[config.mk]
export PLATFORM = sky130hd
export DESIGN_NAME = gain_scheduled_pid_three_mode
export DESIGN_NICKNAME = d
export VERILOG_FILES = /design/src/rtl/gspid_pkg.sv /design/src/rtl/gain_scheduled_pid_three_mode.sv
export SDC_FILE = /design/constraint.sdc
export NUM_CORES = 2
export LEC_CHECK = 0
export ABC_AREA = 1
export BUFFER_PORTS_ARGS = -buffer_cell sky130_fd_sc_hd__buf_2
export CORE_UTILIZATION = 45
export DETAILED_ROUTE_END_ITERATION = 8
export PLACE_DENSITY = 0.68
export SYNTH_ARGS = -nofsm -noshare
export SYNTH_HDL_FRONTEND = slang
export SYNTH_SLANG_ARGS = --single-unit
[constraint.sdc]
create_clock -name clk -period 12.1 [get_ports clk]
set_input_delay 1.21 -clock clk [delete_from_list [all_inputs] [get_ports clk]]
set_output_delay 1.21 -clock clk [all_outputs]
set_load 0.05 [all_outputs]
[src/rtl/gspid_pkg.sv]
// gspid_pkg: shared widths, codes, reset values and payload types of the
// gain scheduled pid controller. No dependencies.
// Used by gain_scheduled_pid_three_mode.
package gspid_pkg;

	// field widths
	localparam int IN_W      = 16;	// speed inputs and drive output
	localparam int ERR_W     = IN_W + 1;	// target minus measurement
	localparam int DE_W      = ERR_W + 1;	// error difference
	localparam int GAIN_W    = 16;	// q8.8 gains
	localparam int LIM_W     = 15;	// integral and output limits
	localparam int SUM_W     = 32;	// saturating state words
	localparam int FRAC_W    = 8;	// fraction bits of the q.8 terms
	localparam int SIDE_W    = 2;
	localparam int MODE_W    = 2;

	// configuration port
	localparam int NUM_REGS  = 8;
	localparam int REG_IDX_W = $clog2(NUM_REGS);
	localparam int ADDR_W    = REG_IDX_W + 2;
	localparam int APB_DW    = 32;

	// integration band and filter constants
	localparam int BAND_A      = 256;
	localparam int BAND_A_LOG2 = 8;
	localparam int BAND_B      = 256;
	localparam int BAND_SUM    = BAND_A + BAND_B;
	localparam int ALPHA_NUM   = 246;	// alpha = 246/256
	localparam int ALPHA_REST  = 10;	// 1 - alpha = 10/256
	localparam int ESUM_LIMIT  = 10000;

	// loop modes
	localparam logic [MODE_W-1:0] MODE_OFF = MODE_W'(0);
	localparam logic [MODE_W-1:0] MODE_POS = MODE_W'(1);
	localparam logic [MODE_W-1:0] MODE_INC = MODE_W'(2);
	localparam logic [MODE_W-1:0] MODE_VAR = MODE_W'(3);

	// clamp side codes
	localparam logic [SIDE_W-1:0] SIDE_NONE = SIDE_W'(0);
	localparam logic [SIDE_W-1:0] SIDE_HIGH = SIDE_W'(1);
	localparam logic [SIDE_W-1:0] SIDE_LOW  = SIDE_W'(2);

	// register indexes
	localparam logic [REG_IDX_W-1:0] REG_LOOP_MODE = REG_IDX_W'(0);
	localparam logic [REG_IDX_W-1:0] REG_KP_NEAR   = REG_IDX_W'(1);
	localparam logic [REG_IDX_W-1:0] REG_KP_FAR    = REG_IDX_W'(2);
	localparam logic [REG_IDX_W-1:0] REG_GAIN_SW   = REG_IDX_W'(3);
	localparam logic [REG_IDX_W-1:0] REG_KI        = REG_IDX_W'(4);
	localparam logic [REG_IDX_W-1:0] REG_KD        = REG_IDX_W'(5);
	localparam logic [REG_IDX_W-1:0] REG_ILIM      = REG_IDX_W'(6);
	localparam logic [REG_IDX_W-1:0] REG_MAX_OUT   = REG_IDX_W'(7);

	// register reset values
	localparam logic [GAIN_W-1:0] GAIN_SW_RST = GAIN_W'(1000);
	localparam logic [LIM_W-1:0]  ILIM_RST    = LIM_W'(1000);
	localparam logic [LIM_W-1:0]  MAX_OUT_RST = LIM_W'(15000);

	typedef struct packed {
		logic signed [IN_W-1:0] measured_speed;
		logic signed [IN_W-1:0] target_speed;
	} sample_t;

	typedef struct packed {
		logic signed [IN_W-1:0] drive;
		logic [SIDE_W-1:0]      clamp_side;
	} result_t;

endpackage

[src/rtl/gain_scheduled_pid_three_mode.sv]
// gain_scheduled_pid_three_mode: three-mode pid speed controller with a
// switched proportional gain and bit-serial gain multipliers.
// Depends on gspid_pkg.
//
// Usage:
// - sample channel (sample_valid / sample_ready / sample) takes one measured
//   and one target speed per control tick; result channel (result_valid /
//   result_ready / result) returns the clamped drive and the clamp side.
// - configuration through the apb port, register i at byte address 4*i,
//   pready is always high; write only while no item is in flight.
// - sample_ready returns once the item's result is loaded; steps: prep and
//   integ setup, a multiply phase in which the four shift-add multipliers
//   (kp, ki, kd, filter coefficient) each take one bit of the 16 bit gains
//   per step, then filter, sum and saturation, then fin loads the result.
// - the result register holds the result until it is taken; the next item
//   is taken while it waits. If the receiver stalls, the following item
//   holds in its last cycle and the loop state is not advanced until its
//   result is loaded.
// - reset restores the register defaults and clears the error history,
//   integrator, running total, filter memory and saturation side.
module gain_scheduled_pid_three_mode (
	input  logic                                clk,
	input  logic                                arst_n,
	input  logic                                sample_valid,
	output logic                                sample_ready,
	input  gspid_pkg::sample_t                  sample,
	output logic                                result_valid,
	input  logic                                result_ready,
	output gspid_pkg::result_t                  result,
	input  logic                                psel,
	input  logic                                penable,
	input  logic                                pwrite,
	input  logic [gspid_pkg::ADDR_W-1:0]        paddr,
	input  logic [gspid_pkg::APB_DW-1:0]        pwdata,
	output logic [gspid_pkg::APB_DW-1:0]        prdata,
	output logic                                pready
);

	localparam int ERR_W   = gspid_pkg::ERR_W;
	localparam int DE_W    = gspid_pkg::DE_W;
	localparam int GAIN_W  = gspid_pkg::GAIN_W;
	localparam int SUM_W   = gspid_pkg::SUM_W;
	localparam int IN_W    = gspid_pkg::IN_W;
	localparam int FRAC_W  = gspid_pkg::FRAC_W;
	localparam int P_W     = GAIN_W + DE_W;
	localparam int I_W     = GAIN_W + SUM_W;
	localparam int DE10_W  = DE_W + 4;
	localparam int D_W     = GAIN_W + DE10_W;
	localparam int A_W     = GAIN_W + SUM_W;
	localparam int DNUM_W  = A_W + 1;
	localparam int DOUT_W  = DNUM_W - FRAC_W;
	localparam int T_W     = I_W + 3;
	localparam int WGT_W   = gspid_pkg::BAND_A_LOG2;
	localparam int BP_W    = ERR_W + WGT_W + 1;
	localparam int STEP_W  = $clog2(GAIN_W);
	localparam logic [STEP_W-1:0] STEP_LAST = STEP_W'(GAIN_W - 1);

	localparam logic signed [T_W-1:0] S32_MAX = T_W'((64'sd1 <<< (SUM_W - 1)) - 64'sd1);
	localparam logic signed [T_W-1:0] S32_MIN = ~S32_MAX;
	localparam logic signed [T_W-1:0] ES_LIM  = T_W'(gspid_pkg::ESUM_LIMIT);

	localparam logic [2:0] ST_IDLE  = 3'd0;
	localparam logic [2:0] ST_PREP  = 3'd1;
	localparam logic [2:0] ST_INTEG = 3'd2;
	localparam logic [2:0] ST_MUL   = 3'd3;
	localparam logic [2:0] ST_DOUT  = 3'd4;
	localparam logic [2:0] ST_SUM   = 3'd5;
	localparam logic [2:0] ST_ACC   = 3'd6;
	localparam logic [2:0] ST_FIN   = 3'd7;

	function automatic logic signed [SUM_W-1:0] sat32(input logic signed [T_W-1:0] v);
		logic signed [SUM_W-1:0] r;
		if (v > S32_MAX) begin
			r = S32_MAX[SUM_W-1:0];
		end else if (v < S32_MIN) begin
			r = S32_MIN[SUM_W-1:0];
		end else begin
			r = v[SUM_W-1:0];
		end
		return r;
	endfunction

	// configuration registers
	logic [gspid_pkg::MODE_W-1:0] loop_mode_q;
	logic [GAIN_W-1:0]            kp_near_q, kp_far_q, gain_switch_error_q;
	logic [GAIN_W-1:0]            ki_gain_q, kd_gain_q;
	logic [gspid_pkg::LIM_W-1:0]  integral_limit_q, max_output_q;

	// loop state
	logic signed [ERR_W-1:0] prev_error_q;
	logic signed [SUM_W-1:0] error_sum_q, prev_filtered_deriv_q, running_total_q;
	logic [gspid_pkg::SIDE_W-1:0] sat_side_q;

	// sequencer and working registers
	logic [2:0]              state_q;
	logic [STEP_W-1:0]       step_q;
	gspid_pkg::sample_t      smp_q;
	logic signed [ERR_W-1:0] e_q;
	logic signed [DE_W-1:0]  de_q;
	logic [IN_W-1:0]         ae_q;
	logic [GAIN_W-1:0]       kp_q;
	logic signed [SUM_W-1:0] es_next_q;
	logic [GAIN_W-1:0]       kp_sh_q, ki_sh_q, kd_sh_q, al_sh_q;
	logic signed [P_W-1:0]   mc_p_q, acc_p_q;
	logic signed [I_W-1:0]   mc_i_q, acc_i_q;
	logic signed [D_W-1:0]   mc_d_q, acc_d_q;
	logic signed [A_W-1:0]   mc_a_q, acc_a_q;
	logic signed [DOUT_W-1:0] dout_q;
	logic signed [I_W-1:0]   iout_q;
	logic signed [T_W-1:0]   t_q, acc8_q;
	logic signed [SUM_W-1:0] rt_new_q;
	logic                    result_valid_q;
	gspid_pkg::result_t      result_q;

	// combinational nets
	logic [gspid_pkg::REG_IDX_W-1:0] cfg_idx;
	logic                    cfg_wr;
	logic signed [ERR_W-1:0] e_c, neg_e_c;
	logic [IN_W-1:0]         ae_c;
	logic signed [DE_W-1:0]  de_c;
	logic [GAIN_W-1:0]       kp_c;
	logic                    hold_c;
	logic signed [T_W-1:0]   sum_e_c, sum_b_c;
	logic [IN_W:0]           wdiff_c;
	logic [WGT_W-1:0]        wgt_c;
	logic signed [BP_W-1:0]  bp_c, inc_c;
	logic signed [SUM_W-1:0] es1_c, es3_c, es_next_c;
	logic signed [DE10_W-1:0] de10_c;
	logic signed [I_W-1:0]   mc_i_c;
	logic signed [DNUM_W-1:0] dnum_c;
	logic signed [I_W-1:0]   ilim_s, iout_c;
	logic signed [I_W-1:0]   term2_c;
	logic signed [DOUT_W-1:0] term3_c;
	logic signed [T_W-1:0]   t_c, rt_sum_c;
	logic signed [SUM_W-1:0] rt_new_c, pfd_new_c;
	logic signed [T_W-1:0]   dq_c, mo_s, neg_mo_s;
	gspid_pkg::result_t      res_c;
	logic                    fire_fin;

	assign pready       = 1'b1;
	assign cfg_idx      = paddr[gspid_pkg::ADDR_W-1:2];
	assign cfg_wr       = psel && penable && pwrite && pready;
	assign sample_ready = (state_q == ST_IDLE);
	assign result_valid = result_valid_q;
	assign result       = result_q;
	assign fire_fin     = (state_q == ST_FIN) && (!result_valid_q || result_ready);

	always_ff @(posedge clk or negedge arst_n) begin
		if (!arst_n) begin
			loop_mode_q         <= gspid_pkg::MODE_POS;
			kp_near_q           <= '0;
			kp_far_q            <= '0;
			gain_switch_error_q <= gspid_pkg::GAIN_SW_RST;
			ki_gain_q           <= '0;
			kd_gain_q           <= '0;
			integral_limit_q    <= gspid_pkg::ILIM_RST;
			max_output_q        <= gspid_pkg::MAX_OUT_RST;
		end else if (cfg_wr) begin
			unique case (cfg_idx)
				gspid_pkg::REG_LOOP_MODE: loop_mode_q <= pwdata[gspid_pkg::MODE_W-1:0];
				gspid_pkg::REG_KP_NEAR:   kp_near_q <= pwdata[GAIN_W-1:0];
				gspid_pkg::REG_KP_FAR:    kp_far_q <= pwdata[GAIN_W-1:0];
				gspid_pkg::REG_GAIN_SW:   gain_switch_error_q <= pwdata[GAIN_W-1:0];
				gspid_pkg::REG_KI:        ki_gain_q <= pwdata[GAIN_W-1:0];
				gspid_pkg::REG_KD:        kd_gain_q <= pwdata[GAIN_W-1:0];
				gspid_pkg::REG_ILIM:      integral_limit_q <= pwdata[gspid_pkg::LIM_W-1:0];
				gspid_pkg::REG_MAX_OUT:   max_output_q <= pwdata[gspid_pkg::LIM_W-1:0];
				default: ;
			endcase
		end
	end

	always_comb begin
		unique case (cfg_idx)
			gspid_pkg::REG_LOOP_MODE: prdata = gspid_pkg::APB_DW'(loop_mode_q);
			gspid_pkg::REG_KP_NEAR:   prdata = gspid_pkg::APB_DW'(kp_near_q);
			gspid_pkg::REG_KP_FAR:    prdata = gspid_pkg::APB_DW'(kp_far_q);
			gspid_pkg::REG_GAIN_SW:   prdata = gspid_pkg::APB_DW'(gain_switch_error_q);
			gspid_pkg::REG_KI:        prdata = gspid_pkg::APB_DW'(ki_gain_q);
			gspid_pkg::REG_KD:        prdata = gspid_pkg::APB_DW'(kd_gain_q);
			gspid_pkg::REG_ILIM:      prdata = gspid_pkg::APB_DW'(integral_limit_q);
			gspid_pkg::REG_MAX_OUT:   prdata = gspid_pkg::APB_DW'(max_output_q);
			default:                  prdata = '0;
		endcase
	end

	// error, magnitude and gain schedule
	assign e_c     = ERR_W'(smp_q.target_speed) - ERR_W'(smp_q.measured_speed);
	assign neg_e_c = -e_c;
	assign ae_c    = e_c[ERR_W-1] ? neg_e_c[IN_W-1:0] : e_c[IN_W-1:0];
	assign de_c    = DE_W'(e_c) - DE_W'(prev_error_q);
	assign kp_c    = (ae_c > gain_switch_error_q) ? kp_far_q : kp_near_q;

	// integrator update for the positional and variable integral modes
	assign hold_c  = ((sat_side_q == gspid_pkg::SIDE_HIGH) && !e_q[ERR_W-1] && (e_q != '0))
		|| ((sat_side_q == gspid_pkg::SIDE_LOW) && e_q[ERR_W-1]);
	assign sum_e_c = T_W'(error_sum_q) + T_W'(e_q);
	assign wdiff_c = (IN_W + 1)'(gspid_pkg::BAND_SUM) - {1'b0, ae_q};
	assign wgt_c   = wdiff_c[WGT_W-1:0];
	assign bp_c    = BP_W'(e_q) * BP_W'(signed'({1'b0, wgt_c}));
	assign inc_c   = bp_c >>> gspid_pkg::BAND_A_LOG2;
	assign sum_b_c = T_W'(error_sum_q) + T_W'(inc_c);
	assign de10_c  = (DE10_W'(de_q) <<< 3) + (DE10_W'(de_q) <<< 1);

	always_comb begin
		if (sum_e_c > ES_LIM) begin
			es1_c = ES_LIM[SUM_W-1:0];
		end else if (sum_e_c < -ES_LIM) begin
			es1_c = -ES_LIM[SUM_W-1:0];
		end else begin
			es1_c = sum_e_c[SUM_W-1:0];
		end

		if (hold_c) begin
			es3_c = error_sum_q;
		end else if (ae_q <= IN_W'(gspid_pkg::BAND_B)) begin
			es3_c = sat32(sum_e_c);
		end else if (ae_q >= IN_W'(gspid_pkg::BAND_SUM)) begin
			es3_c = '0;
		end else begin
			es3_c = sat32(sum_b_c);
		end

		case (loop_mode_q)
			gspid_pkg::MODE_POS: begin
				es_next_c = es1_c;
				mc_i_c    = I_W'(error_sum_q);
			end
			gspid_pkg::MODE_INC: begin
				es_next_c = error_sum_q;
				mc_i_c    = I_W'(e_q);
			end
			gspid_pkg::MODE_VAR: begin
				es_next_c = es3_c;
				mc_i_c    = I_W'(es3_c);
			end
			default: begin
				es_next_c = error_sum_q;
				mc_i_c    = I_W'(e_q);
			end
		endcase
	end

	// filtered derivative and clamped integral term
	assign dnum_c = DNUM_W'(acc_d_q) + DNUM_W'(acc_a_q);
	assign ilim_s = I_W'({integral_limit_q, FRAC_W'(0)});
	assign iout_c = (acc_i_q > ilim_s) ? ilim_s :
		(acc_i_q < -ilim_s) ? -ilim_s : acc_i_q;

	// output sum and running total
	assign term2_c  = (loop_mode_q == gspid_pkg::MODE_VAR) ? acc_i_q : iout_q;
	assign term3_c  = (loop_mode_q == gspid_pkg::MODE_POS) ? DOUT_W'(acc_d_q) : dout_q;
	assign t_c      = T_W'(acc_p_q) + T_W'(term2_c) + T_W'(term3_c);
	assign rt_sum_c = T_W'(running_total_q) + t_q;
	assign rt_new_c = sat32(rt_sum_c);
	assign pfd_new_c = sat32(T_W'(dout_q));

	// drive clamp
	assign dq_c     = acc8_q >>> FRAC_W;
	assign mo_s     = T_W'(max_output_q);
	assign neg_mo_s = -mo_s;

	always_comb begin
		if (loop_mode_q == gspid_pkg::MODE_OFF) begin
			res_c.drive      = '0;
			res_c.clamp_side = gspid_pkg::SIDE_NONE;
		end else if (dq_c > mo_s) begin
			res_c.drive      = mo_s[IN_W-1:0];
			res_c.clamp_side = gspid_pkg::SIDE_HIGH;
		end else if (dq_c < neg_mo_s) begin
			res_c.drive      = neg_mo_s[IN_W-1:0];
			res_c.clamp_side = gspid_pkg::SIDE_LOW;
		end else begin
			res_c.drive      = dq_c[IN_W-1:0];
			res_c.clamp_side = gspid_pkg::SIDE_NONE;
		end
	end

	always_ff @(posedge clk or negedge arst_n) begin
		if (!arst_n) begin
			state_q <= ST_IDLE;
			step_q  <= '0;
		end else begin
			unique case (state_q)
				ST_IDLE:  if (sample_valid) state_q <= ST_PREP;
				ST_PREP:  state_q <= ST_INTEG;
				ST_INTEG: begin
					step_q  <= '0;
					state_q <= ST_MUL;
				end
				ST_MUL: begin
					step_q <= step_q + STEP_W'(1);
					if (step_q == STEP_LAST) state_q <= ST_DOUT;
				end
				ST_DOUT:  state_q <= ST_SUM;
				ST_SUM:   state_q <= ST_ACC;
				ST_ACC:   state_q <= ST_FIN;
				ST_FIN:   if (fire_fin) state_q <= ST_IDLE;
				default:  state_q <= ST_IDLE;
			endcase
		end
	end

	// datapath registers
	always_ff @(posedge clk) begin
		unique case (state_q)
			ST_IDLE: if (sample_valid) smp_q <= sample;
			ST_PREP: begin
				e_q  <= e_c;
				de_q <= de_c;
				ae_q <= ae_c;
				kp_q <= kp_c;
			end
			ST_INTEG: begin
				es_next_q <= es_next_c;
				kp_sh_q   <= kp_q;
				ki_sh_q   <= ki_gain_q;
				kd_sh_q   <= kd_gain_q;
				al_sh_q   <= GAIN_W'(gspid_pkg::ALPHA_NUM);
				mc_p_q    <= P_W'((loop_mode_q == gspid_pkg::MODE_INC) ? de_q : DE_W'(e_q));
				mc_i_q    <= mc_i_c;
				mc_d_q    <= (loop_mode_q == gspid_pkg::MODE_POS) ? D_W'(de_q) : D_W'(de10_c);
				mc_a_q    <= A_W'(prev_filtered_deriv_q);
				acc_p_q   <= '0;
				acc_i_q   <= '0;
				acc_d_q   <= '0;
				acc_a_q   <= '0;
			end
			ST_MUL: begin
				// one gain bit per lane per cycle, lsb first
				if (kp_sh_q[0]) acc_p_q <= acc_p_q + mc_p_q;
				if (ki_sh_q[0]) acc_i_q <= acc_i_q + mc_i_q;
				if (kd_sh_q[0]) acc_d_q <= acc_d_q + mc_d_q;
				if (al_sh_q[0]) acc_a_q <= acc_a_q + mc_a_q;
				mc_p_q  <= mc_p_q <<< 1;
				mc_i_q  <= mc_i_q <<< 1;
				mc_d_q  <= mc_d_q <<< 1;
				mc_a_q  <= mc_a_q <<< 1;
				kp_sh_q <= kp_sh_q >> 1;
				ki_sh_q <= ki_sh_q >> 1;
				kd_sh_q <= kd_sh_q >> 1;
				al_sh_q <= al_sh_q >> 1;
			end
			ST_DOUT: begin
				// floor of (10*kd*de + 246*prev) / 256; the factor 10 applies outside positional mode
				dout_q <= dnum_c[DNUM_W-1:FRAC_W];
				iout_q <= iout_c;
			end
			ST_SUM: t_q <= t_c;
			ST_ACC: begin
				rt_new_q <= rt_new_c;
				acc8_q   <= (loop_mode_q == gspid_pkg::MODE_INC) ? T_W'(rt_new_c) : t_q;
			end
			ST_FIN: if (fire_fin) result_q <= res_c;
			default: ;
		endcase
	end

	// loop state advances only when the item's result is loaded
	always_ff @(posedge clk or negedge arst_n) begin
		if (!arst_n) begin
			prev_error_q          <= '0;
			error_sum_q           <= '0;
			prev_filtered_deriv_q <= '0;
			running_total_q       <= '0;
			sat_side_q            <= gspid_pkg::SIDE_NONE;
			result_valid_q        <= 1'b0;
		end else begin
			if (fire_fin) begin
				result_valid_q <= 1'b1;
			end else if (result_ready) begin
				result_valid_q <= 1'b0;
			end

			if (fire_fin) begin
				prev_error_q <= e_q;
				case (loop_mode_q)
					gspid_pkg::MODE_POS: error_sum_q <= es_next_q;
					gspid_pkg::MODE_INC: begin
						running_total_q       <= rt_new_q;
						prev_filtered_deriv_q <= pfd_new_c;
					end
					gspid_pkg::MODE_VAR: begin
						error_sum_q           <= es_next_q;
						prev_filtered_deriv_q <= pfd_new_c;
						sat_side_q            <= res_c.clamp_side;
					end
					default: ;
				endcase
			end
		end
	end

endmodule
; ---- Yosys cells after proc, flatten, opt, wreduce, memory -nomap -nowiden
; Cells that the tools add are included.
[word_totals]
register_bits = 1007
latchBits = 0
ramBits = 0
romBits = 0
word_cells = 196
memories = 0
[op_classes]
add_sub_neg = 18
multipliers = 1
div = 0
order_cmp = 17
eq_ne = 27
shift = 0
n_mux = 51
bitwise_logic = 0
n_reduce_logical = 38
[op_table]
columns = cell, count
row1 = one-hot mux 48 bit (2 select lines), 5
row2 = 2-to-1 mux 32 bit, 13
row3 = one-hot mux 32 bit (8 select lines), 1
row4 = 2-to-1 mux 48 bit, 4
row5 = one-hot mux 38 bit (2 select lines), 2
row6 = one-hot mux 34 bit (2 select lines), 2
row7 = one-hot mux 16 bit (2 select lines), 4
row8 = adder 48 bit, 2
row9 = 2-to-1 mux 38 bit, 2
row10 = 2-to-1 mux 34 bit, 2
row11 = > comparator 33 x 32 -> 1 bit (second input constant), 2
row12 = less-than comparator 33 x 32 -> 1 bit (second input constant), 2
row13 = one-hot mux 32 bit (2 select lines), 1
row14 = adder 32 x 51 -> 51 bit, 1
row15 = > comparator 51 x 32 -> 1 bit (second input constant), 1
row16 = less-than comparator 43 x 51 -> 1 bit, 1
row17 = less-than comparator 51 x 32 -> 1 bit (second input constant), 1
row18 = 2-to-1 mux 51 bit, 1
row19 = negation 15 -> 51 bit, 1
row20 = adder 49 x 41 -> 50 bit, 1
row21 = adder 34 x 48 -> 49 bit, 1
row22 = adder 38 x 48 -> 49 bit, 1
row23 = > comparator 48 x 24 -> 1 bit, 1
row24 = less-than comparator 48 bit, 1
row25 = 47 further kinds, 99

; ---- Longest topological paths before layout
[depth]
word_depth = 11
ltp_mapped = 48

; ---- Worst setup path before layout
; No wires, ideal clock.
[synth_timing]
kind = register -> register
startpoint = register e_q[0]
endpoint = register es_next_q[18], data pin
setup_time_ps = 275
arrival_ps = 7840
path_slack_ps = 3985
stages_incl_launch_ff = 41
n_path_buf = 2
synth_period_minus_slack_ps = 8115
cell_sequence = edfxtp_1 clkinv_1 ha_1 inv_1 or2_1 nor2_1 inv_1 or2_1 nand2_1 clkbuf_1 nor2_1 fa_1 fa_1 fa_1 inv_1 fa_1 inv_1 ha_1 [5 not listed] nand3_1 xor2_1 ha_1 a21oi_1 o21ai_0 a21oi_1 nor2_1 nor2_1 nand2_1 nand2_1 nand3_2 nand2_4 buf_6 nor2_1 o21ai_0 nand2_1 nand2_1 o211ai_1
[synth_between]
elab_chain_len = 9
word_cells_on_any_way = 22
[synth_rtl]
columns = item, line_no
row1 = from (decl), gain_scheduled_pid_three_mode.sv:98  ; logic signed [ERR_W-1:0] e_q;
row2 = from (signal assigned), gain_scheduled_pid_three_mode.sv:309  ; e_q <= e_c;
row3 = multiplier 17 x 9 -> 26 bit, gain_scheduled_pid_three_mode.sv:200  ; assign bp_c = BP_W'(e_q) * BP_W'(signed'({1'b0, wgt_c}));
row4 = adder 32 x 18 -> 33 bit, gain_scheduled_pid_three_mode.sv:202  ; assign sum_b_c = T_W'(error_sum_q) + T_W'(inc_c);
row5 = less-than comparator 33 x 32 -> 1 bit, gain_scheduled_pid_three_mode.sv:75  ; end else if (v < S32_MIN) begin
row6 = 2-to-1 mux 32 bit, gain_scheduled_pid_three_mode.sv:75
row7 = 2-to-1 mux 32 bit, gain_scheduled_pid_three_mode.sv:73  ; if (v > S32_MAX) begin
row8 = 2-to-1 mux 32 bit, gain_scheduled_pid_three_mode.sv:218  ; end else if (ae_q >= IN_W'(gspid_pkg::BAND_SUM)) begin
row9 = 2-to-1 mux 32 bit, gain_scheduled_pid_three_mode.sv:216  ; end else if (ae_q <= IN_W'(gspid_pkg::BAND_B)) begin
row10 = 2-to-1 mux 32 bit, gain_scheduled_pid_three_mode.sv:214  ; if (hold_c) begin
row11 = one-hot mux 32 bit (2 select lines) (*), gain_scheduled_pid_three_mode.sv:224  ; case (loop_mode_q)
row12 = named net es_next_c[18], gain_scheduled_pid_three_mode.sv:127  ; logic signed [SUM_W-1:0] es1_c, es3_c, es_next_c;
row13 = to (signal assigned), gain_scheduled_pid_three_mode.sv:315  ; es_next_q <= es_next_c;
row14 = to (decl), gain_scheduled_pid_three_mode.sv:102  ; logic signed [SUM_W-1:0] es_next_q;
; Mark *: on every way through the listed nets, which the timed path passes. The rest lies on a longest branch.
; A chain may end at the register's enable or synchronous reset.

; ---- Worst setup path in the final report
[layout_timing]
startpoint = register e_q[0]
endpoint = register es_next_q[1], data pin
; Same word-level chain as after synthesis.

==> run metrics <==
Routed WL per cell 20.7 µm; first-pass detailed-route iteration total 8; post-synthesis cell area 0.0769 mm²; max-cap check violation count 0; average cell area after synthesis 7.82 µm²; simple-gate portion of the synthesized area 20.8%; quantity of I/O buffers inserted on ports 93; most used flip-flop cell after synthesis edfxtp_1; # rows 151; multi-input logic area 0.0420 mm²; portion of the post-synthesis area used by sequential elements 37.1%; number of different library cells in the post-synthesis netlist 73; Fillers 16400; maximum count of clock buffers along a single path 3; highest cell delay on the worst timing path 0.84 ns; class of the worst hold path input pin to async pin; HPWL after detailed placement 198 mm; crit end category register; Tightest Pin Transition 1.27 ns; worst-path cell with the longest stage delay xor2_2; peak clock frequency supported by timing 102 MHz; violation count after the first detailed-routing iteration 7174; result of the run finished clean; Async SR Flop Fraction 23.8%; Resized Gates After CTS 0; starting density of the core 45.4%; Placeable Area 0.169 mm²; DRC violation count after routing 0; Final Hold Vio Count 0; most common cell after layout, fill and taps aside nand2_1; via count of the first global-routing pass 64200; number of post-CTS setup repair buffers 0; Final TNS setup 0 ns; RSZ-0062 raised after global routing no; largest family of logic cells by synthesized area simple AND/OR/NAND/NOR gates; data arrival time of the worst path 10.33 ns; Synth Instances 9823; layout overhead on the synthesized area 8.94%; Worst setup SP type register; clk slew on worst S/H paths 0.06 ns; clock period minus final worst setup slack 9.82 ns; number of flops mapped to enable cells by yosys 753; number of antenna violations at the first check in global routing 6; final WL 252 mm; register-to-register setup slack 2.28 ns; overall global routing resource usage 28.6%; count of clock tree sinks 988; latest clock arrival within the worst-skew pair 0.80 ns; maximum number of pins on one net before global-route repair 107; overall die width 415 µm; Sequential cell area 0.0285 mm²; CTS hold repair buffers 0; worst clock skew 0.0725 ns; full die area 0.172 mm²; vias per std cell 5.60; H-tree level count 3; first-pass GRT wire length 383 mm; portion of netlist area occupied by mux cells 1.13%; top library cells by usage in the layout, fill and taps aside nand2_1, inv_1, a21oi_1; Crit path top cell by count nand2_1; buffer cell driving the clock tree root clkbuf_16; max-slew violation total from the final report 0; required time of the critical path 12.61 ns; Final nets 10700; routability cong. 0.978; routed via count 68200; die boundary height 415 µm; Worst Path Max Fanout 24; adder and majority cell fraction of the synthesized area 14.4%; Yosys Warn Count 0; setup violators final 0; Period Utilization, post-route 81.2%; XOR/XNOR Fraction of Synth Area 2.85%; Remaining Overflow, GRT 0; remaining max-slew budget at the tightest pin 15.4%; synthesized-area fraction occupied by ao, oa, aoi and oai cells 15.2%; clock tree from TritonCTS done; type of the worst setup path register to register; number of clock buffers inserted by TritonCTS 115; share of post-route cells with drive strength above 1 5.69%; IO Count 129; number of register bits inferred by synthesis 988; Antenna Violating Nets Remaining 0
[registers in the layout, summed over array words and instances, names as in the netlist, 17 cells and up]
signal / count
error_sum_q: 32
prev_error_q: 17
prev_filtered_deriv_q: 32
t_q: 50
result: 18
smp_q: 32
mc_a_q: 48
mc_i_q: 48
rt_new_q: 32
acc8_q: 42
mc_d_q: 38
acc_d_q: 38
e_q: 17
mc_p_q: 34
acc_i_q: 48
dout_q: 41
iout_q: 48
acc_p_q: 34
running_total_q: 32
es_next_q: 32
de_q: 18
acc_a_q: 48
[area by class of cell]
cell class,count,area share [%]
Clock inverter,66,1.09
Clock buffer,153,3.78
Inverter,1457,6.55
Timing Repair Buffer,146,1.06
Tap cell,2218,3.31
Multi-Input combinational cell,7150,50.1
Antenna cell,4,0.0120
Sequential cell,988,34.1
[cell families after synthesis]
logic type | Yosys count
flip-flops | 988
buffers and inverters | 1700
adder cells (fa/ha/maj) | 782
multiplexers | 82
other | 2
AO/OA/AOI/OAI | 2127
XOR/XNOR | 250
AND/OR/NAND/NOR | 3892
[metrics by stage]
stage                     setup WS, ns  cells  cell area (µm²)  util [%]  hold WS [ns]
after floorplan                   3.98   9838            76900         -         0.426
after global placement            2.50  12000            79600      47.0         0.429
after detailed placement          2.43  12000            79600      47.0         0.435
after CTS                         2.44  12200            83700      49.4         0.370
after global routing              1.55  12200            83700      49.4         0.410
final                             2.28  12200            83700      49.4         0.395
[critical path: cells and delay by family (launching register included)]
family,cells,cell delay [ns]
adder cells (fa/ha/maj),7,3.18
XOR/XNOR,1,0.84
buffers and inverters,9,1.32
flip-flops,1,0.32
AND/OR/NAND/NOR,23,3.23
AO/OA/AOI/OAI,3,0.63
[Yosys cell counts, drive strengths merged (3+ instances only)]
| library cell | instances | area share (%) |
|---|---|---|
| nand2 | 2416 | 12 |
| inv | 1451 | 7.1 |
| a21oi | 876 | 5.7 |
| nor2 | 865 | 4.3 |
| o21ai | 818 | 5.4 |
| edfxtp | 753 | 29 |
| ha | 616 | 10 |
| nand3 | 290 | 1.9 |
| dfrtp | 215 | 7.0 |
| clkbuf | 191 | 0.94 |
| xor2 | 172 | 2.0 |
| fa | 166 | 4.3 |
| nor3 | 124 | 0.87 |
| a31oi | 123 | 1.0 |
| nand4 | 102 | 0.83 |
| xnor2 | 78 | 0.89 |
| o21a | 63 | 0.62 |
| buf | 52 | 0.47 |
| o211ai | 49 | 0.49 |
| mux2 | 41 | 0.60 |
| mux2i | 41 | 0.53 |
| nor4 | 37 | 0.30 |
| a21o | 28 | 0.27 |
| o21bai | 23 | 0.22 |
| o22ai | 22 | 0.18 |
| dfstp | 20 | 0.68 |
| nand3b | 20 | 0.20 |
| a221oi | 19 | 0.22 |
| a22oi | 18 | 0.18 |
| a21boi | 17 | 0.17 |
| o221ai | 16 | 0.18 |
| o31ai | 13 | 0.13 |
| or2 | 13 | 0.11 |
| o2111ai | 12 | 0.14 |
| a211oi | 9 | 0.088 |
| and2 | 9 | 0.073 |
| and3 | 9 | 0.073 |
| clkinv | 6 | 0.029 |
| a41oi | 4 | 0.046 |
| o311ai | 4 | 0.046 |
| a2111oi | 3 | 0.034 |
[final timing paths]
path	endpoint	cells after the start	from
worst min-delay path	error_sum_q[26]	1	arst_n
min in group clk	error_sum_q[4]	2	es_next_q[4]
max in group asynchronous	running_total_q[30]	3	arst_n
worst max-delay path	es_next_q[1]	43	e_q[0]
worst min register to register	error_sum_q[4]	2	es_next_q[4]
worst max register to register	es_next_q[1]	43	e_q[0]
[layer usage]
metal	track usage [%]	share of wire [%]	routed length (µm)
met1	40.7	45	113000
met2	44.9	45	113000
met3	3.90	7.4	18600
met4	8.96	3.2	8130
met5	0	0.0052	13
Power is left out: the tool's default activity adds up to more than one toggle a clock period on the data nets, which glitch-free logic cannot reach.
